[src/rtl/stg2_pkg.sv]
// shared constants, types and pixel helpers of the spatiotemporal gradient block
package stg2_pkg;

    localparam int PIXEL_BITS  = 8;
    localparam int PAIR_BITS   = 2 * PIXEL_BITS;
    localparam int MAX_WIDTH   = 1024;
    localparam int MAX_HEIGHT  = 4096;
    localparam int COL_BITS    = $clog2(MAX_WIDTH);
    localparam int ROW_BITS    = $clog2(MAX_HEIGHT);
    localparam int WIDTH_BITS  = 11;
    localparam int HEIGHT_BITS = 13;
    localparam int CFG_BITS    = 13;
    localparam int GRAD_BITS   = 11;

    localparam logic [WIDTH_BITS-1:0]  WIDTH_RESET  = WIDTH_BITS'(640);
    localparam logic [HEIGHT_BITS-1:0] HEIGHT_RESET = HEIGHT_BITS'(480);

    typedef enum logic {
        CFG_FRAME_WIDTH  = 1'b0,
        CFG_FRAME_HEIGHT = 1'b1
    } t_cfg_reg;

    typedef logic [PAIR_BITS-1:0] t_pair;

    typedef struct packed {
        logic                emit;
        logic                frame_end;
        logic [COL_BITS-1:0] col;
    } t_pos;

    function automatic logic signed [GRAD_BITS-1:0] f_first(input t_pair p);
        return GRAD_BITS'(p[PAIR_BITS-1:PIXEL_BITS]);
    endfunction

    function automatic logic signed [GRAD_BITS-1:0] f_second(input t_pair p);
        return GRAD_BITS'(p[PIXEL_BITS-1:0]);
    endfunction

    function automatic logic signed [GRAD_BITS-1:0] f_sum(input t_pair p);
        return f_first(p) + f_second(p);
    endfunction

endpackage

[src/rtl/stg2_pos.sv]
// frame size registers and raster position counters
module stg2_pos (
    input  logic                         i_clk,
    input  logic                         i_rst_n,
    input  logic                         i_cfg_we,
    input  stg2_pkg::t_cfg_reg           i_cfg_index,
    input  logic [stg2_pkg::CFG_BITS-1:0] i_cfg_data,
    input  logic                         i_adv,
    output stg2_pkg::t_pos               o_pos,
    output logic [stg2_pkg::COL_BITS-1:0] o_col_next
);
    import stg2_pkg::*;

    logic [WIDTH_BITS-1:0]  r_frame_width;
    logic [HEIGHT_BITS-1:0] r_frame_height;
    logic [COL_BITS-1:0]    r_col;
    logic [COL_BITS-1:0]    n_col;
    logic [ROW_BITS-1:0]    r_row;
    logic [ROW_BITS-1:0]    n_row;
    logic [WIDTH_BITS-1:0]  w_last;
    logic [HEIGHT_BITS-1:0] h_last;
    logic                   last_col;
    logic                   last_row;

    always_ff @(posedge i_clk) begin
        if (!i_rst_n) begin
            r_frame_width  <= WIDTH_RESET;
            r_frame_height <= HEIGHT_RESET;
        end else if (i_cfg_we) begin
            case (i_cfg_index)
                CFG_FRAME_WIDTH:  r_frame_width  <= i_cfg_data[WIDTH_BITS-1:0];
                CFG_FRAME_HEIGHT: r_frame_height <= i_cfg_data[HEIGHT_BITS-1:0];
                default: ;
            endcase
        end
    end

    // last column and row index after clamping
    always_comb begin
        if (r_frame_width == '0) begin
            w_last = '0;
        end else if (r_frame_width > WIDTH_BITS'(MAX_WIDTH)) begin
            w_last = WIDTH_BITS'(MAX_WIDTH - 1);
        end else begin
            w_last = r_frame_width - WIDTH_BITS'(1);
        end
        if (r_frame_height == '0) begin
            h_last = '0;
        end else if (r_frame_height > HEIGHT_BITS'(MAX_HEIGHT)) begin
            h_last = HEIGHT_BITS'(MAX_HEIGHT - 1);
        end else begin
            h_last = r_frame_height - HEIGHT_BITS'(1);
        end
    end

    assign last_col = WIDTH_BITS'(r_col) >= w_last;
    assign last_row = HEIGHT_BITS'(r_row) >= h_last;

    always_comb begin
        n_col = r_col;
        n_row = r_row;
        if (i_adv) begin
            if (last_col) begin
                n_col = '0;
                n_row = last_row ? '0 : r_row + ROW_BITS'(1);
            end else begin
                n_col = r_col + COL_BITS'(1);
            end
        end
    end

    always_ff @(posedge i_clk) begin
        if (!i_rst_n) begin
            r_col <= '0;
            r_row <= '0;
        end else begin
            r_col <= n_col;
            r_row <= n_row;
        end
    end

    assign o_pos.emit      = (r_col != '0) && (r_row != '0) && (w_last != '0) && (h_last != '0);
    assign o_pos.frame_end = last_col && last_row;
    assign o_pos.col       = r_col;
    assign o_col_next      = n_col;

endmodule

[config.mk]
export PLATFORM = sky130hd
export DESIGN_NAME = stg2_pos
export DESIGN_NICKNAME = d
export VERILOG_FILES = /design/src/rtl/stg2_pkg.sv /design/src/rtl/stg2_pos.sv
export SDC_FILE = /design/constraint.sdc
export NUM_CORES = 1
export LEC_CHECK = 0
export BUFFER_PORTS_ARGS = -buffer_cell sky130_fd_sc_hd__buf_2
export CAP_MARGIN = 25
export CORE_MARGIN = 2
export CORE_UTILIZATION = 47
export DETAILED_ROUTE_END_ITERATION = 7
export PLACE_DENSITY = 0.67
export SETUP_SLACK_MARGIN = 0.1
export SLEW_MARGIN = 0
export SYNTH_ARGS = -nofsm -noshare
export SYNTH_HDL_FRONTEND = slang
export SYNTH_SLANG_ARGS = --single-unit
[constraint.sdc]
create_clock -name i_clk -period 8.8 [get_ports i_clk]
set_clock_uncertainty 0.15 [all_clocks]
set_input_delay 2.64 -clock i_clk [delete_from_list [all_inputs] [get_ports i_clk]]
set_output_delay 2.64 -clock i_clk [all_outputs]
set_load 0.05 [all_outputs]
# --- After elaboration in Yosys (flattened, before gate mapping) ---
# Index checks and enable logic that the tools add are counted.
word_totals:
  reg_bits: 46
  out_inout_bits: 22
  word_cells: 33
op_classes:
  addsub: 4
  order_cmp: 4
  mux: 7
  bitwise_logic: 1
  reduce_logical: 13
ops:
  columns: ["operator", "count"]
  rows:
  - ["two-way mux 13 bit", 2]
  - ["two-way mux 11 bit", 2]
  - ["two-way mux 10 bit", 2]
  - ["greater-or-equal comparator 12 x 13 -> 1 bit", 1]
  - ["> comparator 13 bit, second input constant", 1]
  - ["zero test 13 bit", 1]
  - ["nonzero test 13 bit", 1]
  - ["subtractor 13 x 1 -> 13 bit, second input constant", 1]
  - ["adder 12 x 1 -> 12 bit, second input constant", 1]
  - ["two-way mux 12 bit", 1]
  - ["nonzero test 12 bit", 1]
  - ["greater-or-equal comparator 10 x 11 -> 1 bit", 1]
  - ["> comparator 11 bit, second input constant", 1]
  - ["zero test 11 bit", 1]
  - ["nonzero test 11 bit", 1]
  - ["subtractor 11 x 1 -> 11 bit, second input constant", 1]
  - ["adder 10 x 1 -> 10 bit, second input constant", 1]
  - ["nonzero test 10 bit", 1]
  - ["AND reduction 2 bit", 3]
  - ["logical AND 1 bit", 4]
  - ["NOT 1 bit", 1]

# --- Logic depth before layout (Yosys ltp) ---
# Gate-level depths: netlist of the first run.
depth:
  word_depth: 6
  mapped_depth: 18

# --- Worst setup path before layout of the first run ---
# No wires, ideal clock.
synth_timing:
  path_type: "in2out"
  startpoint: "in i_adv"
  endpoint: "out o_col_next[2] (netlist name)"
  arrival_ns: 4.460
  t_required_ns: 6.010
  setup_slack_ns: 1.550
  path_stages: 4
  path_buffers: 1
  cell_sequence: "clkbuf_1 nand2_1 mux2_2 o32ai_1"
synth_between:
  elab_chain_len: 1
synth_lines:
  columns: ["item", "line", "source"]
  rows:
  - ["start: declaration", "stg2_pos.sv:8", "input logic i_adv,"]
  - ["two-way mux 10 bit", "stg2_pos.sv:62", "if (i_adv) begin"]
  - ["end: declaration", "stg2_pos.sv:10", "output logic [stg2_pkg::COL_BITS-1:0] o_col_next"]
# No other way between the ends.

# --- Worst setup path after layout of the first run ---
layout_timing:
  startpoint: "reg r_frame_width[0]"
  endpoint: "out o_col_next[9] (netlist name)"
layout_between:
  elab_chain_len: 6
layout_lines:
  columns: ["item", "line", "source"]
  rows:
  - ["start: declaration", "stg2_pos.sv:14", "logic [WIDTH_BITS-1:0] r_frame_width;"]
  - ["start signal: assignment", "stg2_pos.sv:31", "CFG_FRAME_WIDTH: r_frame_width <= i_cfg_data[WIDTH_BITS-1:0];"]
  - ["subtractor 11 x 1 -> 11 bit or > comparator 11 bit (tied branches)", "stg2_pos.sv:45, stg2_pos.sv:42", null]
  - ["two-way mux 11 bit", "stg2_pos.sv:42", "end else if (r_frame_width > WIDTH_BITS'(MAX_WIDTH)) begin"]
  - ["two-way mux 11 bit *", "stg2_pos.sv:40", "if (r_frame_width == '0) begin"]
  - ["greater-or-equal comparator 10 x 11 -> 1 bit *", "stg2_pos.sv:56", "assign last_col = WIDTH_BITS'(r_col) >= w_last;"]
  - ["two-way mux 10 bit *", "stg2_pos.sv:63", "if (last_col) begin"]
  - ["two-way mux 10 bit *", "stg2_pos.sv:62", null]
# Mark *: on every way between the ends. The rest lies on a longest branch, timed or not.

==> results of run 1 <==
==> power by group <==
part           internal (mW)  switching [mW]
sequential             0.215          0.0122
clock                 0.0852          0.0764
combinational         0.0365          0.0555
==> sequential cells by signal (all words and copies together) (netlist names) <==
name	count
r_col	10
r_row	12
r_frame_width	11
r_frame_height	13
==> critical path: cells and delay by family, from the launching register on <==
kind	cells	cell delay, ns
adder cells (fa/ha/maj)	2	0.45
flip-flops	1	0.37
buffers and inverters	2	0.37
AND/OR/NAND/NOR	5	1.64
AO/OA/AOI/OAI	5	1.38
==> cell usage after synthesis, types with 6 or more instances <==
cell      instances
nand3_1          12
xnor2_1          15
ha_1             28
a21boi_0         18
a21oi_1          18
xor2_1           10
a31oi_1           6
nand2_1          72
dfxtp_1          46
nand4_1           8
clkbuf_1         20
inv_1            18
nor3_1           18
o21ai_0          28
nor2_1           49
==> worst paths after layout <==
kind,from,slack (ns),cells after the start,end
setup / recovery,r_frame_width[0]$_SDFFE_PN0P_,1.49,14,o_col_next[9]
hold / removal,r_frame_width[1]$_SDFFE_PN0P_,0.35,2,r_frame_width[1]$_SDFFE_PN0P_
setup reg to reg,r_frame_width[0]$_SDFFE_PN0P_,4.49,14,r_row[2]$_SDFFE_PN0P_
hold reg to reg,r_frame_width[1]$_SDFFE_PN0P_,0.35,2,r_frame_width[1]$_SDFFE_PN0P_
==> cell type report <==
cell class	instances	area [µm²]	share of cell area [%]
tap	96	120.1	3.227
inverter	18	67.56	1.815
multi-input combinational	370	2298	61.75
sequential	46	920.9	24.74
clock buffer	5	68.82	1.849
timing repair buffer	40	202.7	5.445
clock inverter	3	43.79	1.176
==> stage by stage <==
| step | cells | cell area, µm² | total power, mW | hold slack, ns | utilization, % |
|---|---|---|---|---|---|
| 2_1_floorplan | 456 | 3372 | 0.2992 | 0.3187 | - |
| 3_3_place_gp | 570 | 3610 | 0.3214 | 0.3423 | 52.55 |
| 3_5_place_dp | 570 | 3610 | 0.3235 | 0.3402 | 52.55 |
| 4_1_cts | 578 | 3722 | 0.4846 | 0.3521 | 54.19 |
| 5_1_grt | 578 | 3722 | 0.5077 | 0.3913 | 54.19 |
| 6_report | 578 | 3722 | 0.4808 | 0.3495 | 54.19 |
==> metal layers <==
metal | GRT usage, % | up-vias
li1 | - | 1666
met1 | 31.50 | 1503
met2 | 34.33 | 68
met3 | 2.799 | 13
met4 | 5.372 | 0
met5 | 0 | -
==> kinds of logic (layout without fill, tap and decap cells) <==
logic type	count (synthesis)	count (layout)
mux	1	1
buf+inv	40	66
compound gates	105	105
simple gates	210	210
flops	46	46
fa+ha+maj	29	29
xor+xnor	25	25
==> results.sh, run 1 <==
export IMPL_die_area_mm2=0.007868
export IMPL_drt_iter0_markers=193
export IMPL_clock_sinks=46
export IMPL_finalSetupViolCount=0
export IMPL_drc_errors=0
export IMPL_muxShareOfSynthArea_pct=0.3340
export IMPL_clock_path_buffers=2
export IMPL_worstMarginPinSlew_ns=0.6590
export IMPL_synth_area_mm2=0.003372
export IMPL_ys_types=57
export IMPL_slowest_stage="or3b_2"
export IMPL_syn_nets=502
export IMPL_grt_setup_unrepaired="no"
export IMPL_worstHoldPathType="reg2reg"
export IMPL_nets=527
export IMPL_start_kind="register"
export IMPL_cts_setup_buffers=0
export IMPL_hold_violations=0
export IMPL_cts_tree="yes"
export IMPL_path_class="reg2out"
export IMPL_max_freq_ghz=0.1368
export IMPL_synthAdderAreaFrac_pct=10.69
export IMPL_yosys_area_top_type="dfxtp_1"
export IMPL_layout_commonest_cell="nand2_1"
export IMPL_yosys_top_cells_area="dfxtp_1 27%, ha_1 10%, nand2_1 8.0%"
export IMPL_slew_violations=0
export IMPL_htreeDepth=2
export IMPL_area_delta_synth_final_pct=10.39
export IMPL_clk_latency_ns=0.30
export IMPL_grt_max_degree=31
export IMPL_gp_congestion=0.9110
export IMPL_initial_core_util_pct=49.09
export IMPL_wl_met3_um=255
export IMPL_vias=3250
export IMPL_pre_cts_slack_ns=1.854
export IMPL_power_density_mw_per_mm2=129.2
export IMPL_wl_met1_mm=4.072
export IMPL_synth_compound_area_share_pct=20.33
export IMPL_die_w_um=88.70
export IMPL_drtPass1Iterations=4
export IMPL_antenna_found_initial=0
export IMPL_synth_xor_area_share_pct=6.494
export IMPL_p_leak_nw=1.503
export IMPL_routedWlPerCell_um=14.18
export IMPL_die_height_um=88.70
export IMPL_cp_max_fo=10
export IMPL_synthCells=456
export IMPL_post_dp_hpwl_mm=6.274
export IMPL_io_pins=40
export IMPL_grt_pass1_vias=2928
export IMPL_io_buffers=39
export IMPL_period_needed_ns=7.308
export IMPL_cp_required_ns=6.01
export IMPL_status="complete, no violations"
export IMPL_fill_cells=688
export IMPL_final_cell_mix="72 x nand2_1, 49 x nor2_1, 46 x dfxtp_1, 39 x buf_2"
export IMPL_ys_ff_latch=46
export IMPL_cts_resized=0
export IMPL_cts_buffers=5
export IMPL_max_stage_delay_ns=0.48
export IMPL_yosys_warnings=0
export IMPL_hold_buffers=0
export IMPL_cp_data_arrival_time_ns=4.52
export IMPL_wl_met2_mm=3.768
export IMPL_wl_mm=8.198
export IMPL_diodes=0
export IMPL_grtUsageTotal_pct=21.78
export IMPL_setup_tns_ns=0
export IMPL_synth_edff_count=0
export IMPL_relSlewSlack_pct=55.91
export IMPL_finalCritPeriodShare_pct=83.05
export IMPL_rows=30
export IMPL_path_cells="inv_1, ha_1, or3b_2, or2_2, nor3_1, o21ai_0, o21ai_0, ha_1, a21o_1, a22oi_1, o2111a_1, nor2_1, nor2_1, buf_2"
export IMPL_via_per_inst=5.623
export IMPL_ir_drop_mv=0.1086
export IMPL_detail_route_antenna_nets=0
export IMPL_ys_seq_area_share_pct=27.31
export IMPL_clkSlewWorstSetupHoldPaths_ns=0.09
export IMPL_grt_pass1_wl_mm=13.77
export IMPL_synth_main_ff_cell="dfxtp_1"
export IMPL_max_cap_violations=0
export IMPL_synthArstFlopShare_pct=0
export IMPL_clockRootBuffer="clkbuf_8"
export IMPL_synth_top_area_share_pct=27.31
export IMPL_top_layer="met4"
export IMPL_core_area_mm2=0.006869
export IMPL_synth_top_family_by_area="simple AND/OR/NAND/NOR gates"
export IMPL_synthSimpleGateAreaFrac_pct=30.32
export IMPL_postSynthAreaPerCell_um2=7.395
export IMPL_grt_ovfl_total=0
export IMPL_drive_gt1_share_pct=12.66
export IMPL_critPathCaptureType="primary output"
export IMPL_setup_slack_ns=1.492
Note: power is estimated with default switching activity, not from simulation.
==> run 2, diff against run 1 <==
- ABC_AREA: default -> 1
- PLACE_DENSITY: 0.67 -> 0.69
- clock period: 8.8 -> 6.72 ns (I/O delays scaled with it)
==> results.sh, run 2 <==
export IMPL_relSlewSlack_pct=56.68
export IMPL_die_height_um=90.97
export IMPL_grt_pass1_vias=3111
export IMPL_hold_depth=2
export IMPL_drtPass1Iterations=5
export IMPL_synth_area_mm2=0.003555
export IMPL_hold_buffers=0
export IMPL_die_area_mm2=0.008275
export IMPL_cts_tree="yes"
export IMPL_worstHoldPathType="reg2reg"
export IMPL_yosys_warnings=0
export IMPL_post_dp_hpwl_mm=6.350
export IMPL_whs_ns=0.3346
export IMPL_drive_gt1_share_pct=14.24
export IMPL_io_buffers=39
export IMPL_cp_data_arrival_time_ns=3.60
export IMPL_synthCells=540
export IMPL_regArea_um2=920.9
export IMPL_clk_latency_ns=0.29
export IMPL_largest_reg_flops=13
export IMPL_wl_mm=7.915
export IMPL_ys_types=39
export IMPL_fill_cells=780
export IMPL_finalSetupViolCount=0
export IMPL_power_density_mw_per_mm2=155.1
export IMPL_gp_congestion=0.8445
export IMPL_final_cell_mix="145 x nand2_1, 72 x nor2_1, 50 x inv_1, 46 x dfxtp_1, 39 x buf_2"
export IMPL_nets=622
export IMPL_synth_main_ff_cell="dfxtp_1"
export IMPL_clockRootBuffer="clkbuf_8"
export IMPL_yosys_top_cells_count="145 x nand2_1, 72 x nor2_1, 50 x inv_1"
export IMPL_multiInputGateArea_mm2=0.002377
export IMPL_max_cap_violations=0
export IMPL_grt_pass1_wl_mm=13.47
export IMPL_vias=3452
export IMPL_cts_resized=0
export IMPL_synthArstFlopShare_pct=0
export IMPL_synth_most_common_cell="nand2_1"
export IMPL_cts_setup_buffers=0
export IMPL_status="complete, no violations"
export IMPL_r2r_cells=17
export IMPL_clock_sinks=46
export IMPL_yosys_area_top_type="dfxtp_1"
export IMPL_worstReg2RegStart="r_frame_width[0]$_SDFFE_PN0P_"
export IMPL_clock_path_buffers=2
export IMPL_top_regs="r_frame_height x13, r_row x12, r_frame_width x11"
export IMPL_max_freq_ghz=0.1736
export IMPL_ir_drop_mv=0.1111
export IMPL_ys_ff_latch=46
export IMPL_p_leak_nw=1.903
export IMPL_start_kind="input pin"
export IMPL_initial_core_util_pct=48.75
export IMPL_reg2reg_slack_ns=3.21
export IMPL_core_area_mm2=0.007292
export IMPL_die_w_um=90.97
export IMPL_regMostFlops="r_frame_height"
export IMPL_detail_route_antenna_nets=0
export IMPL_antenna_found_initial=0
export IMPL_synth_edff_count=0
export IMPL_cp_startpoint="i_adv"
export IMPL_via_per_inst=5.114
export IMPL_hold_end="r_frame_height[1]$_SDFFE_PN0P_"
export IMPL_reg2reg_to="r_row[1]$_SDFFE_PN0P_"
export IMPL_hold_violations=0
export IMPL_syn_nets=586
export IMPL_setup_tns_ns=0
export IMPL_routedWlPerCell_um=11.73
export IMPL_path_class="in2out"
export IMPL_htreeDepth=2
export IMPL_grt_ovfl_total=0
export IMPL_period_needed_ns=5.762
export IMPL_io_pins=40
export IMPL_layout_commonest_cell="nand2_1"
export IMPL_drt_iter0_markers=93
export IMPL_cp_required_ns=4.55
export IMPL_worstHoldStart="r_frame_height[1]$_SDFFE_PN0P_"
export IMPL_worstMarginPinSlew_ns=0.6482
export IMPL_yosys_top_cells_area="dfxtp_1 26%, nand2_1 15%, ha_1 9.9%"
export IMPL_postSynthAreaPerCell_um2=6.583
export IMPL_drc_errors=0
export IMPL_finalCritPeriodShare_pct=85.74
export IMPL_area_delta_synth_final_pct=9.609
export IMPL_synth_top_area_share_pct=25.91
export IMPL_rows=31
export IMPL_cp_max_fo=12
export IMPL_cts_buffers=5
export IMPL_slew_violations=0
export IMPL_critPathCaptureType="primary output"
export IMPL_grtUsageTotal_pct=19.39
export IMPL_ys_seq_area_share_pct=25.91
export IMPL_diodes=0
export IMPL_clkSlewWorstSetupHoldPaths_ns=0.08
export IMPL_grt_setup_unrepaired="no"
export IMPL_grt_max_degree=29
-- run 2: cell count changes after synthesis, sizes merged, moves of 5 or more --
| cell | previous run | this run |
|---|---|---|
| nand2 | 72 | 156 |
| inv | 18 | 52 |
| nor2 | 50 | 81 |
| nand3 | 12 | 39 |
| a21boi | 18 | 0 |
| a21oi | 18 | 32 |
| clkbuf | 20 | 6 |
| xnor2 | 15 | 5 |
| a31oi | 6 | 0 |
| o21a | 5 | 0 |
| xor2 | 10 | 5 |
-- run 2: critical path: stages --
cell and delay [ns]:
buf_2 0.21, inv_2 0.10, nor3_2 0.21, nand2_1 0.11, nor3_2 0.21, nand2_1 0.15, o21bai_1 0.15, nand2_1 0.09
nor2_1 0.08, buf_2 0.26
-- run 2: worst max-delay path by stage --
stage,to,slack [ns],cells after the start
6_report,o_col_next[9],0.96,10
5_1_grt,o_col_next[9],0.77,10
4_1_cts,o_col_next[9],0.98,10
3_5_place_dp,o_col_next[9],0.98,10
3_3_place_gp,o_col_next[9],0.99,10
2_1_floorplan,o_col_next[5],0.86,6
-- run 2: cell type report --
cell class / count / area share (%)
repair buffers: 39 / 5.010
inverters: 54 / 5.202
multi-input cells: 430 / 61.01
clock buffers: 7 / 1.959
well taps: 99 / 3.179
flip-flops and latches: 46 / 23.64
-- run 2: power by group --
part	internal (mW)	switching, mW	total [mW]
Combinational	0.0521	0.0978	0.150
Sequential	0.283	0.0117	0.295
Clock	0.0718	0.0879	0.160
Total	0.407	0.197	0.604
-- run 2: cells by family after synthesis --
logic type	Yosys count	share of synthesized area, %
simple gates	321	43.58
compound gates	71	10.98
buf+inv	64	7.216
flops	46	25.91
fa+ha+maj	28	9.856
xor+xnor	10	2.464
-- run 2: routing by layer --
metal	GRT usage [%]	vias up	wire (µm)	share of wire, %
li1	-	1845	-	-
met1	25.60	1524	3873	49
met2	32.59	79	3606	46
met3	3.983	4	388	4.9
met4	4.293	0	47	0.59
met5	0	-	0	0
-- run 2: per-stage QoR --
stage	power (mW)	std cells	utilization, %	setup WS (ns)	cell area [µm²]
global placement	0.4483	668	52.39	0.9920	3820
CTS	0.6087	675	53.43	0.9752	3896
global route	0.6425	675	53.43	0.7704	3896
finish	0.6042	675	53.43	0.9580	3896
floorplan	0.4171	540	-	0.8617	3555
detailed placement	0.4513	668	52.39	0.9838	3820
