<file path="config.mk">
export PLATFORM = sky130hd
export DESIGN_NAME = stg2_grad
export DESIGN_NICKNAME = d
export VERILOG_FILES = /design/src/rtl/stg2_pkg.sv /design/src/rtl/stg2_grad.sv
export SDC_FILE = /design/constraint.sdc
export NUM_CORES = 1
export LEC_CHECK = 0
export ABC_AREA = 1
export BUFFER_PORTS_ARGS = -buffer_cell sky130_fd_sc_hd__buf_2
export CELL_PAD_IN_SITES_DETAIL_PLACEMENT = 0
export CELL_PAD_IN_SITES_GLOBAL_PLACEMENT = 2
export CORE_UTILIZATION = 29
export CTS_CLUSTER_SIZE = 28
export DETAILED_ROUTE_END_ITERATION = 8
export PLACE_DENSITY = 0.72
export SLEW_MARGIN = 5
export SYNTH_ARGS = -nofsm -noshare
export SYNTH_HDL_FRONTEND = slang
export SYNTH_SLANG_ARGS = --single-unit
export TNS_END_PERCENT = 10
</file>
<file path="constraint.sdc">
create_clock -name i_clk -period 5.69 [get_ports i_clk]
set_input_delay 1.138 -clock i_clk [delete_from_list [all_inputs] [get_ports i_clk]]
set_output_delay 1.138 -clock i_clk [all_outputs]
set_load 0.01 [all_outputs]
</file>
<file path="src/rtl/stg2_pkg.sv">
// shared constants, types and pixel helpers of the spatiotemporal gradient block
package stg2_pkg;

    localparam int PIXEL_BITS  = 8;
    localparam int PAIR_BITS   = 2 * PIXEL_BITS;
    localparam int MAX_WIDTH   = 1024;
    localparam int MAX_HEIGHT  = 4096;
    localparam int COL_BITS    = $clog2(MAX_WIDTH);
    localparam int ROW_BITS    = $clog2(MAX_HEIGHT);
    localparam int WIDTH_BITS  = 11;
    localparam int HEIGHT_BITS = 13;
    localparam int CFG_BITS    = 13;
    localparam int GRAD_BITS   = 11;

    localparam logic [WIDTH_BITS-1:0]  WIDTH_RESET  = WIDTH_BITS'(640);
    localparam logic [HEIGHT_BITS-1:0] HEIGHT_RESET = HEIGHT_BITS'(480);

    typedef enum logic {
        CFG_FRAME_WIDTH  = 1'b0,
        CFG_FRAME_HEIGHT = 1'b1
    } t_cfg_reg;

    typedef logic [PAIR_BITS-1:0] t_pair;

    typedef struct packed {
        logic                emit;
        logic                frame_end;
        logic [COL_BITS-1:0] col;
    } t_pos;

    function automatic logic signed [GRAD_BITS-1:0] f_first(input t_pair p);
        return GRAD_BITS'(p[PAIR_BITS-1:PIXEL_BITS]);
    endfunction

    function automatic logic signed [GRAD_BITS-1:0] f_second(input t_pair p);
        return GRAD_BITS'(p[PIXEL_BITS-1:0]);
    endfunction

    function automatic logic signed [GRAD_BITS-1:0] f_sum(input t_pair p);
        return f_first(p) + f_second(p);
    endfunction

endpackage

</file>
<file path="src/rtl/stg2_grad.sv">
// gradient arithmetic of one 2x2x2 cube and the result register
module stg2_grad (
    input  logic                                i_clk,
    input  logic                                i_rst_n,
    input  logic                                i_load,
    input  stg2_pkg::t_pos                      i_pos,
    input  stg2_pkg::t_pair                     i_ul,
    input  stg2_pkg::t_pair                     i_ur,
    input  stg2_pkg::t_pair                     i_ll,
    input  stg2_pkg::t_pair                     i_lr,
    input  logic                                i_stall,
    output logic                                o_valid,
    output logic                                o_busy,
    output logic signed [stg2_pkg::GRAD_BITS-1:0] o_grad_x,
    output logic signed [stg2_pkg::GRAD_BITS-1:0] o_grad_y,
    output logic signed [stg2_pkg::GRAD_BITS-1:0] o_grad_t,
    output logic                                o_frame_end
);
    import stg2_pkg::*;

    logic signed [GRAD_BITS-1:0] s_ul, s_ur, s_ll, s_lr;
    logic signed [GRAD_BITS-1:0] gx, gy, gt;
    logic signed [GRAD_BITS-1:0] r_gx, r_gy, r_gt;
    logic                        r_frame_end;
    logic                        r_valid;

    assign s_ul = f_sum(i_ul);
    assign s_ur = f_sum(i_ur);
    assign s_ll = f_sum(i_ll);
    assign s_lr = f_sum(i_lr);

    assign gx = (s_ur + s_lr) - (s_ul + s_ll);
    assign gy = (s_ll + s_lr) - (s_ul + s_ur);
    assign gt = (f_second(i_ul) + f_second(i_ur) + f_second(i_ll) + f_second(i_lr))
              - (f_first(i_ul) + f_first(i_ur) + f_first(i_ll) + f_first(i_lr));

    always_ff @(posedge i_clk) begin
        if (!i_rst_n) begin
            r_valid <= 1'b0;
        end else if (i_load) begin
            r_valid <= i_pos.emit;
        end else if (!i_stall) begin
            r_valid <= 1'b0;
        end
    end

    always_ff @(posedge i_clk) begin
        if (i_load && i_pos.emit) begin
            r_gx        <= gx;
            r_gy        <= gy;
            r_gt        <= gt;
            r_frame_end <= i_pos.frame_end;
        end
    end

    assign o_valid     = r_valid;
    assign o_busy      = r_valid && i_stall;
    assign o_grad_x    = r_gx;
    assign o_grad_y    = r_gy;
    assign o_grad_t    = r_gt;
    assign o_frame_end = r_frame_end;

endmodule

</file>
# ---- Word level (Yosys, flattened, before mapping)
# Index checks and enable logic that the tools add are counted.
dict set report classes {
  addsub 17
  n_eq_ne 1
  n_mux 2
  n_reduce_logical 2
}
# operator n
set op_table {}
lappend op_table {{8-bit by 8-bit adder with 9-bit output} 6}
lappend op_table {{9-bit by 9-bit adder with 10-bit output} 4}
lappend op_table {{10-bit by 8-bit adder with 11-bit output} 2}
lappend op_table {{10-bit by 10-bit subtractor with 11-bit output} 2}
lappend op_table {{9-bit by 8-bit adder with 10-bit output} 2}
lappend op_table {{11-bit subtractor} 1}
lappend op_table {{1-bit logical AND} 2}
lappend op_table {{1-bit two-way mux} 2}
lappend op_table {{2-bit != test (second input constant)} 1}
dict set report totals {
  reg_bits 35
  output_inout_bits 36
  elab_cells 27
}

# ---- Longest topological paths before layout
# Gate-level depths: netlist of the first run.
dict set report logic_depth {
  depth_word 4
  depth_mapped 23
}

# ---- Least setup slack after synthesis of the first run
# OpenSTA, ideal clock, no wires.
dict set report synth_path {
  kind {input to register}
  startpoint {input i_ur[9]}
  endpoint {register r_gt[7], in the netlist o_grad_t[7], data pin}
  t_arrival_ns 4.358
  required_time_ns 5.426
  slack_ns 1.068
  cell_stages 16
  path_buffers 0
  cell_sequence {inv_1 -> fa_1 -> fa_1 -> fa_1 -> inv_1 -> fa_1 -> inv_1 -> ha_1 -> inv_1 -> fa_1 -> inv_1 -> nand3_1 -> nand2_1 -> nand2_1 -> a31oi_1 -> xor2_1}
}
dict set report synth_via {
  elab_chain_cells 4
}
# element line
set synth_rtl {}
lappend synth_rtl {{start, declared} stg2_grad.sv:8} ;# input stg2_pkg::t_pair i_ur,
lappend synth_rtl {{8-bit by 8-bit adder with 9-bit output} stg2_grad.sv:35} ;# - (f_first(i_ul) + f_first(i_ur) + f_first(i_ll) + f_first(i_lr));
lappend synth_rtl {{9-bit by 8-bit adder with 10-bit output} stg2_grad.sv:35}
lappend synth_rtl {{10-bit by 8-bit adder with 11-bit output} stg2_grad.sv:35}
lappend synth_rtl {{11-bit subtractor} stg2_grad.sv:35}
lappend synth_rtl {{named net gt[7]} stg2_grad.sv:22} ;# logic signed [GRAD_BITS-1:0] gx, gy, gt;
lappend synth_rtl {{end signal, assigned} stg2_grad.sv:51} ;# r_gt <= gt;
lappend synth_rtl {{end, declared} stg2_grad.sv:23} ;# logic signed [GRAD_BITS-1:0] r_gx, r_gy, r_gt;
# The timed path passes the listed nets, and every way through them passes these cells.
# A chain may end at the register's enable or synchronous reset.

# ---- Final worst setup path of the first run
dict set report layout_path {
  startpoint {input i_ll[0]}
  endpoint {register r_gy[9], in the netlist o_grad_y[9], data pin}
}
dict set report layout_via {
  elab_chain_cells 3
}
# element line
set layout_rtl {}
lappend layout_rtl {{start, declared} stg2_grad.sv:9} ;# input stg2_pkg::t_pair i_ll,
lappend layout_rtl {{8-bit by 8-bit adder with 9-bit output} stg2_pkg.sv:40} ;# return f_first(p) + f_second(p);
lappend layout_rtl {{9-bit by 9-bit adder with 10-bit output} stg2_grad.sv:33} ;# assign gy = (s_ll + s_lr) - (s_ul + s_ur);
lappend layout_rtl {{10-bit by 10-bit subtractor with 11-bit output} stg2_grad.sv:33}
lappend layout_rtl {{named net gy[9]} stg2_grad.sv:22}
lappend layout_rtl {{end signal, assigned} stg2_grad.sv:50} ;# r_gy <= gy;
lappend layout_rtl {{end, declared} stg2_grad.sv:23}
# The timed path passes the listed nets, and every way through them passes these cells.

==> results of run 1 <==
## registers in the layout, indices dropped and copies added (netlist names)
name,flops
o_grad_t,11
o_grad_x,11
o_grad_y,11
o_frame_end,1
o_valid,1
## cells in the final DEF (no fill, tap or decap), drive strengths merged, types with 3 or more instances in the layout
master  Yosys  routed
o21ai      13      13
nand2     130     130
buf         0     106
xor2       31      31
ha         72      72
a21o        3       3
a21boi      4       4
nor2       25      25
and2        3       3
clkbuf      0       6
nand4       8       8
xnor2      11      11
nand3      38      38
edfxtp     34      34
a31oi       4       4
a21oi      37      37
fa         84      84
inv       209     209
## metal layers
metal	vias to the layer above	GRT usage, %	part of all wire [%]
li1	2405	-	-
met1	2103	21.00	50
met2	103	23.95	45
met3	9	1.688	4.0
met4	0	3.646	1.3
met5	-	0	0
## path summary, 6_finish.rpt
kind / depth (start not counted) / slack (ps) / to
hold reg to reg: 3 / 600 / o_valid
setup reg to reg: 3 / 5020 / o_valid
setup / recovery: 17 / 890 / o_grad_y[9]
hold / removal: 3 / 600 / o_valid
## layout make-up
cell class | instances | area share, %
inverter | 209 | 11.09
sequential | 35 | 14.72
tap | 270 | 4.776
multi-input combinational | 474 | 59.88
timing repair buffer | 106 | 7.536
clock inverter | 2 | 0.1769
clock buffer | 6 | 1.822
## synth_stat cells (all sizes together)
master | n | share of area, %
inv | 209 | 13
nand2 | 130 | 8.3
fa | 84 | 28
ha | 72 | 15
nand3 | 38 | 3.3
a21oi | 37 | 3.3
edfxtp | 34 | 17
xor2 | 31 | 4.5
nor2 | 25 | 1.5
o21ai | 13 | 1.1
xnor2 | 11 | 1.6
nand4 | 8 | 0.83
a21boi | 4 | 0.50
a31oi | 4 | 0.41
a21o | 3 | 0.37
and2 | 3 | 0.31
nand3b | 2 | 0.25
nor3 | 2 | 0.17
o211ai | 2 | 0.25
o21a | 2 | 0.25
a211oi | 1 | 0.12
dfxtp | 1 | 0.33
o21bai | 1 | 0.12
or2 | 1 | 0.10
## metrics by stage
step           util [%]  hold WS, ps
3_3_place_gp      34.04        596.1
3_5_place_dp      34.04        595.3
6_report          34.73        602.3
2_1_floorplan         -        627.0
4_1_cts           34.73        611.4
5_1_grt           34.73        672.3
## kinds of logic after synthesis
group,count (synthesis),share of synthesized area (%)
compound gates,67,6.399
flops,35,17.18
fa+ha+maj,156,42.61
xor+xnor,42,6.069
simple gates,209,14.80
buf+inv,209,12.94
## power groups by stage
stage	combinational, mW	sequential, mW	clock [mW]
4_1_cts	2.76	0.605	0.295
6_report	2.70	0.603	0.283
5_1_grt	3.15	0.615	0.299
2_1_floorplan	1.96	0.680	0
3_5_place_dp	2.74	0.610	0
3_3_place_gp	2.74	0.608	0
## critical path: stages
cell	delay [ps]
buf_2	110
ha_1	230
fa_1	450
nand4_1	160
nand3_1	80
nand2_1	100
nand2_1	70
a21oi_1	260
inv_1	100
fa_1	500
fa_1	550
inv_1	40
ha_1	350
a21oi_1	190
a21boi_0	200
nand3_1	150
xor2_1	170
==> flow_metrics.py, run 1 <==
metrics = {
    "synth": {
        "synth.avg_cell_area_sq_um": 8.441,
        "yosys_warnings": 0,
        "syn-cell-area_sq_um": 6061,
        "syn_nets": 954,
        "synth_cell_types": 31,
        "seq_area_frac_synth_pct": 17.18,
        "ys_ff_latch": 35,
        "synthCells": 718,
    },
    "worst_setup_path": {
        "startpoint": "i_ll[0]",
        "critPathRequiredTime_ps": 5730,
        "arrival_ps": 4850,
        "criticalPathCategory": "input port to flop",
        "end_kind": "flop",
        "cp_max_fo": 4,
        "startpoint_type": "input port",
        "r2r-start": "o_valid",
    },
    "power": {
        "power_mw": 3.588,
        "p_seq_share_pct": 16.8,
        "p_switching_mw": 1.781,
        "switching_share_pct": 49.63,
        "clock_power_share_pct": 7.9,
        "leakagePower_nw": 3.885,
        "pwr-share-comb_pct": 75.3,
        "ir_drop_mv": 0.1775,
        "pwr_density_cell_nw_per_um2": 507.3,
        "intPower_mw": 1.807,
    },
    "cells_and_area": {
        "syn_to_final_growth_pct": 16.70,
        "seq_area_sq_um": 1041,
        "multi_input_area_sq_um": 4235,
        "layout.nets": 1067,
        "num_antenna_cells": 0,
        "num-fill-cells": 2174,
        "finalNonFillerCells": 1102,
        "stdcell_area_sq_um": 7073,
        "drive_above_1_share_pct": 14.90,
    },
    "timing": {
        "rsz0062_at_grt": "false",
        "setup_tns_ps": 0,
        "fin_skew_ps": 0,
        "hold_viol_final": 0,
        "fin_crit_sh_pct": 84.41,
        "tightest_slew_ps": 691.0,
        "setup_viol": 0,
        "period_needed_ps": 4803,
        "setup_ws_ps": 887.1,
        "maxSlewViolCount": 0,
        "slew_headroom_pct": 53.45,
        "clock.fmax_mhz": 208.2,
    },
    "route": {
        "drt_wl_total_um": 14660,
        "drc_errors": 0,
        "drtIter0Drc": 179,
        "dr.pass1.iters": 4,
        "vias": 4620,
        "post_drt_wl_per_cell_um": 13.30,
        "ant_nets": 0,
        "vias_per_cell": 4.192,
    },
    "status": {
        "status": "complete, no violations",
    },
    "placed_design": {
        "place_area_sq_um": 6932,
        "dp_hpwl_um": 13250,
        "pre_cts_ws_ps": 545.2,
        "gp_congestion": 0.8102,
        "portBuffers": 105,
        "place_inst": 1094,
    },
    "clock_tree": {
        "cts-root-buf": "clkbuf_16",
        "cts_buffer_depth": 2,
        "ctsHoldBuffers": 0,
        "postCtsSetupRepairBufs": 0,
        "insertion_delay_ps": 290,
        "cts_tree": "done",
        "clk_pin_slew_ps": 60,
        "cts_resized": 0,
        "cts_sinks": 35,
        "numCtsBuffers": 5,
        "htree_levels": 2,
    },
    "floorplan": {
        "io_pins": 116,
        "die-area_sq_um": 21480,
        "initial_core_util_pct": 29.76,
        "dieHeight_um": 146.6,
        "die_w_um": 146.6,
        "core_area_sq_um": 20360,
        "num_rows": 52,
    },
    "global_route": {
        "grt_use_total_pct": 14.81,
        "grt_pass1_vias": 4743,
        "grt_max_degree": 27,
        "antenna_found_initial": 0,
        "grt_first_pass_wirelength_um": 24380,
        "overflow": 0,
    },
    "min_path": {
        "holdCritStartpoint": "o_valid",
        "hp-class": "flop to flop",
    },
    "flow_run": {
        "max_cap_violations": 0,
    },
}
Note: power is estimated with default switching activity, not from simulation.
==> run 2, diff against run 1 <==
--- a/config.mk
+++ b/config.mk
@@ -12,7 +12,7 @@
 export CORE_UTILIZATION = 29
 export CTS_CLUSTER_SIZE = 28
 export DETAILED_ROUTE_END_ITERATION = 8
-export PLACE_DENSITY = 0.72
+export PLACE_DENSITY = 0.75
 export SLEW_MARGIN = 5
 export SYNTH_ARGS = -nofsm -noshare
 export SYNTH_HDL_FRONTEND = slang
==> constraint.sdc (replaced) <==
create_clock -name i_clk -period 3.9 [get_ports i_clk]
set_input_delay 0.78 -clock i_clk [delete_from_list [all_inputs] [get_ports i_clk]]
set_output_delay 0.78 -clock i_clk [all_outputs]
set_load 0.01 [all_outputs]
==> flow_metrics.py, run 2 (synthesis results as in run 1) <==
metrics = {
    "timing": {
        "hold_viol_final": 0,
        "period_needed_ps": 4014,
        "maxSlewViolCount": 0,
        "rsz0062_at_grt": "true",
        "fin_skew_ps": 0,
        "fin_crit_sh_pct": 102.9,
        "setup_tns_ps": -369.2,
        "setup_ws_ps": -114.3,
        "slew_headroom_pct": 69.30,
        "clock.fmax_mhz": 249.1,
        "tightest_slew_ps": 460.5,
        "setup_viol": 5,
    },
    "clock_tree": {
        "cts-root-buf": "clkbuf_16",
        "cts_buffer_depth": 2,
        "htree_levels": 2,
        "ctsHoldBuffers": 0,
        "cts_sinks": 35,
        "numCtsBuffers": 5,
        "cts_tree": "done",
        "clk_pin_slew_ps": 50,
        "insertion_delay_ps": 280,
    },
    "cells_and_area": {
        "num_antenna_cells": 0,
        "num-fill-cells": 2097,
        "final_cell_mix": "194 x inv_1, 172 x buf_4, 107 x nand2_1",
        "layout_commonest_cell": "inv_1",
        "drive_above_1_share_pct": 38.48,
        "stdcell_area_sq_um": 8894,
        "layout.nets": 1238,
        "syn_to_final_growth_pct": 46.74,
    },
    "floorplan": {
        "dieHeight_um": 146.6,
        "die_w_um": 146.6,
        "die-area_sq_um": 21480,
        "io_pins": 116,
        "core_area_sq_um": 20360,
        "initial_core_util_pct": 29.76,
        "num_rows": 52,
    },
    "placed_design": {
        "gp_congestion": 0.8371,
        "dp_hpwl_um": 14170,
        "place_area_sq_um": 8237,
        "portBuffers": 105,
    },
    "worst_setup_path": {
        "r2r-end": "o_valid",
        "crit_slowest_cell": "fa_1",
        "critPathRequiredTime_ps": 3920,
        "crit_chain": "buf_8 -> inv_4 -> fa_1 -> fa_1 -> fa_1 -> inv_2 -> fa_1 -> inv_2 -> ha_4 -> inv_2 -> fa_2 -> inv_2 -> nand3_2 -> nand2_4 -> nand2_2 -> a31oi_4 -> xor2_1",
        "r2r_slack_ps": 3230,
        "cp_num_cells": 17,
        "critPathBufInv": 6,
        "r2r-start": "o_valid",
        "cp_max_fo": 3,
        "cp-endpoint": "o_grad_t[7]",
        "criticalPathCategory": "input port to flop",
        "critical-path-top-delay-family": "adder cells",
        "ff2ff_path_depth": 3,
        "startpoint_type": "input port",
        "arrival_ps": 4040,
        "startpoint": "i_ur[9]",
        "critPathMaxStageDelay_ps": 550,
        "end_kind": "flop",
    },
    "route": {
        "ant_nets": 0,
        "post_drt_wl_per_cell_um": 12.51,
        "dr.pass1.iters": 6,
        "vias": 5202,
        "drt_wl_total_um": 15930,
        "vias_per_cell": 4.086,
        "drc_errors": 0,
        "drtIter0Drc": 147,
    },
    "power": {
        "power_mw": 7.149,
        "ir_drop_mv": 0.6118,
        "pwr_density_cell_nw_per_um2": 803.8,
        "leakagePower_nw": 4.750,
    },
    "min_path": {
        "hp-class": "flop to flop",
    },
    "global_route": {
        "grt_use_total_pct": 15.80,
        "grt_first_pass_wirelength_um": 26650,
        "grt_max_degree": 36,
        "overflow": 0,
        "grt_pass1_vias": 5571,
        "antenna_found_initial": 0,
    },
    "status": {
        "violations": "negative setup slack",
        "status": "finished with violations",
    },
    "flow_run": {
        "max_cap_violations": 0,
    },
}
## run 2: cell count changes in the layout (fill, tap and decap cells not counted), sizes merged
cell,before,now
buf,106,277
clkbuf,6,7
clkinvlp,1,0
## run 2: repair_timing
item,4_1_cts,5_1_grt
pin swaps,29,30
setup endpoints to repair,22,23
gates resized for setup,57,45
setup buffers,2,0
## run 2: worst min-delay path by stage
stage | start | to | slack [ps] | depth (start not counted)
6_report | o_valid | o_valid | 600 | 3
2_1_floorplan | o_valid | o_valid | 630 | 3
4_1_cts | o_valid | o_valid | 600 | 3
5_1_grt | o_valid | o_valid | 670 | 3
3_3_place_gp | o_valid | o_valid | 580 | 3
3_5_place_dp | o_valid | o_valid | 590 | 3
## run 2: per-layer routing
metal	wire, um	GRT usage [%]	share of wire [%]	vias up
met5	0	0	0	-
met4	102	1.615	0.64	0
met3	577	2.188	3.6	6
met2	7950	28.33	50	86
met1	7298	20.74	46	2369
li1	-	-	-	2741
## run 2: cell type report
type                    instances  area (sq um)  share of cell area [%]
multi-input cells             474          4738                   53.28
repair buffers                277          1852                   20.82
flip-flops and latches         35          1041                   11.71
inverters                     209         787.0                   8.849
well taps                     270         337.8                   3.799
clock buffers                   7         132.6                   1.491
clock inverters                 1         5.005                 0.05627
## run 2: per-stage QoR
step	hold WS [ps]	instances	util (%)	setup slack, ps
detailed placement	590.7	1263	40.45	-656.1
floorplan	627.0	718	-	-212.6
finish	596.6	1273	43.67	-114.3
global placement	584.8	1263	40.45	-609.4
global route	672.3	1273	43.67	-285.6
CTS	604.6	1273	42.49	-186.5
## run 2: power by group
| part | internal, mW | switching (mW) | leakage (nW) |
|---|---|---|---|
| sequential | 0.849 | 0.0393 | 0.328 |
| combinational | 2.87 | 3.01 | 4.35 |
| clock | 0.236 | 0.143 | 0.0679 |
## run 2: worst min-delay path, cell delays in order (launching register included)
cell and delay [ps]:
dfxtp_1 320, nand2_1 60, nor2_1 80, o21a_1 110
==> run 3, diff against run 2 <==
--- a/config.mk
+++ b/config.mk
@@ -10,6 +10,7 @@
 export CELL_PAD_IN_SITES_DETAIL_PLACEMENT = 0
 export CELL_PAD_IN_SITES_GLOBAL_PLACEMENT = 2
 export CORE_UTILIZATION = 29
+export CTS_BUF_LIST = sky130_fd_sc_hd__clkbuf_2 sky130_fd_sc_hd__clkbuf_4 sky130_fd_sc_hd__clkbuf_8
 export CTS_CLUSTER_SIZE = 28
 export DETAILED_ROUTE_END_ITERATION = 8
 export PLACE_DENSITY = 0.75
==> flow_metrics.py, run 3 (synthesis results as in run 1) <==
metrics = {
    "status": {
        "status": "finished with violations",
        "violations": "negative setup slack",
    },
    "route": {
        "post_drt_wl_per_cell_um": 12.47,
        "drtIter0Drc": 155,
        "vias_per_cell": 4.075,
        "dr.pass1.iters": 5,
        "vias": 5187,
        "drt_wl_total_um": 15870,
        "drc_errors": 0,
        "ant_nets": 0,
    },
    "cells_and_area": {
        "drive_above_1_share_pct": 39.08,
        "layout.nets": 1238,
        "finalNonFillerCells": 1273,
        "final_cell_mix": "192 x inv_1, 172 x buf_4, 107 x nand2_1",
        "layout_commonest_cell": "inv_1",
        "num-fill-cells": 2097,
        "num_antenna_cells": 0,
        "final_util_pct": 43.44,
        "syn_to_final_growth_pct": 45.95,
        "stdcell_area_sq_um": 8846,
    },
    "global_route": {
        "met3_usage_pct": 2.188,
        "grt_use_total_pct": 15.80,
        "grt_first_pass_wirelength_um": 26640,
        "grt_max_degree": 36,
        "grt_util_met1_pct": 20.76,
        "grt_busiest_layer": "met2",
        "grt_pass1_vias": 5563,
        "antenna_found_initial": 0,
        "grt_util_met2_pct": 28.29,
        "overflow": 0,
    },
    "worst_setup_path": {
        "cp-endpoint": "o_grad_t[7]",
        "startpoint_type": "input port",
        "arrival_ps": 4040,
        "startpoint": "i_ur[9]",
        "r2r-start": "o_valid",
        "end_kind": "flop",
        "r2r-end": "o_valid",
        "criticalPathCategory": "input port to flop",
        "ff2ff_path_depth": 3,
        "cp_max_fo": 3,
        "r2r_slack_ps": 3230,
        "critPathRequiredTime_ps": 3940,
    },
    "floorplan": {
        "die_w_um": 146.6,
        "dieHeight_um": 146.6,
        "core_area_sq_um": 20360,
        "die-area_sq_um": 21480,
        "initial_core_util_pct": 29.76,
        "num_rows": 52,
        "io_pins": 116,
    },
    "power": {
        "leakagePower_nw": 4.730,
        "ir_drop_mv": 0.6103,
        "p_seq_share_pct": 12.6,
        "clock_power_share_pct": 3.8,
        "power_mw": 7.038,
        "intPower_mw": 3.852,
        "pwr_density_cell_nw_per_um2": 795.7,
        "switching_share_pct": 45.27,
        "p_switching_mw": 3.186,
        "pwr-share-comb_pct": 83.6,
    },
    "clock_tree": {
        "numCtsBuffers": 5,
        "htree_levels": 2,
        "insertion_delay_ps": 290,
        "cts-root-buf": "clkbuf_8",
        "ctsHoldBuffers": 0,
        "cts_tree": "done",
        "clk_pin_slew_ps": 70,
        "cts_buffer_depth": 2,
        "cts_sinks": 35,
    },
    "min_path": {
        "hold_depth": 3,
        "hp-class": "flop to flop",
    },
    "timing": {
        "period_needed_ps": 3996,
        "tightest_slew_ps": 460.6,
        "setup_viol": 4,
        "hold_viol_final": 0,
        "maxSlewViolCount": 0,
        "clock.fmax_mhz": 250.3,
        "rsz0062_at_grt": "true",
        "setup_ws_ps": -95.94,
        "slew_headroom_pct": 69.29,
        "setup_tns_ps": -252.8,
        "fin_crit_sh_pct": 102.5,
        "fin_skew_ps": 0,
    },
    "placed_design": {
        "portBuffers": 105,
        "place_area_sq_um": 8237,
        "place_inst": 1263,
        "dp_hpwl_um": 14170,
        "gp_congestion": 0.8371,
    },
    "flow_run": {
        "max_cap_violations": 0,
    },
}
==> run 3: cell counts in the layout (fill, tap and decap cells not counted) <==
Identical to the previous run, type by type.
==> run 3: power by group through the flow <==
stage	Combinational (mW)	Clock, mW	Sequential (mW)
finish	5.88	0.270	0.887
global route	6.69	0.301	0.904
CTS	5.60	0.284	0.890
detailed placement	5.13	0	0.894
global placement	5.10	0	0.896
floorplan	2.90	0	0.992
==> run 3: area by class of cell <==
| class | count | area (sq um) | area share, % |
|---|---|---|---|
| inverter | 209 | 787.0 | 8.897 |
| multi-input combinational | 474 | 4740 | 53.58 |
| clock inverter | 1 | 5.005 | 0.05658 |
| sequential | 35 | 1041 | 11.77 |
| clock buffer | 7 | 83.83 | 0.9477 |
| tap | 270 | 337.8 | 3.819 |
| timing repair buffer | 277 | 1852 | 20.93 |
==> run 3: per-stage QoR <==
step / hold slack [ps] / setup slack (ps)
final: 601.1 / -95.94
after detailed placement: 590.7 / -656.1
after global placement: 584.8 / -609.4
after global routing: 656.1 / -258.1
after CTS: 609.9 / -165.2
after floorplan: 627.0 / -212.6
==> run 3: routing by layer <==
metal  vias to the layer above  routed length, um
met1                      2358               7342
li1                       2738                  -
met5                         -                  0
met2                        82               7867
met4                         0                116
met3                         9                548
==> run 3: how the worst min path moves through the flow <==
stage / startpoint / endpoint
global placement: o_valid / o_valid
detailed placement: o_valid / o_valid
finish: o_valid / o_valid
CTS: o_valid / o_valid
floorplan: o_valid / o_valid
global route: i_pos[10] / o_frame_end
==> run 3: worst max-delay path, stage by stage <==
cell and delay [ps]:
buf_8 80, inv_4 30, fa_1 550, fa_1 450, fa_1 530, inv_2 40
fa_1 460, inv_2 80, ha_4 130, inv_2 30, fa_2 340, inv_2 60
nand3_2 70, nand2_4 110, nand2_2 80, a31oi_4 140, xor2_1 90
==> run 3: timing repair <==
action,CTS,global route
setup buffers,2,0
resized for setup,55,49
setup endpoints to repair,22,23
pin swaps,25,37
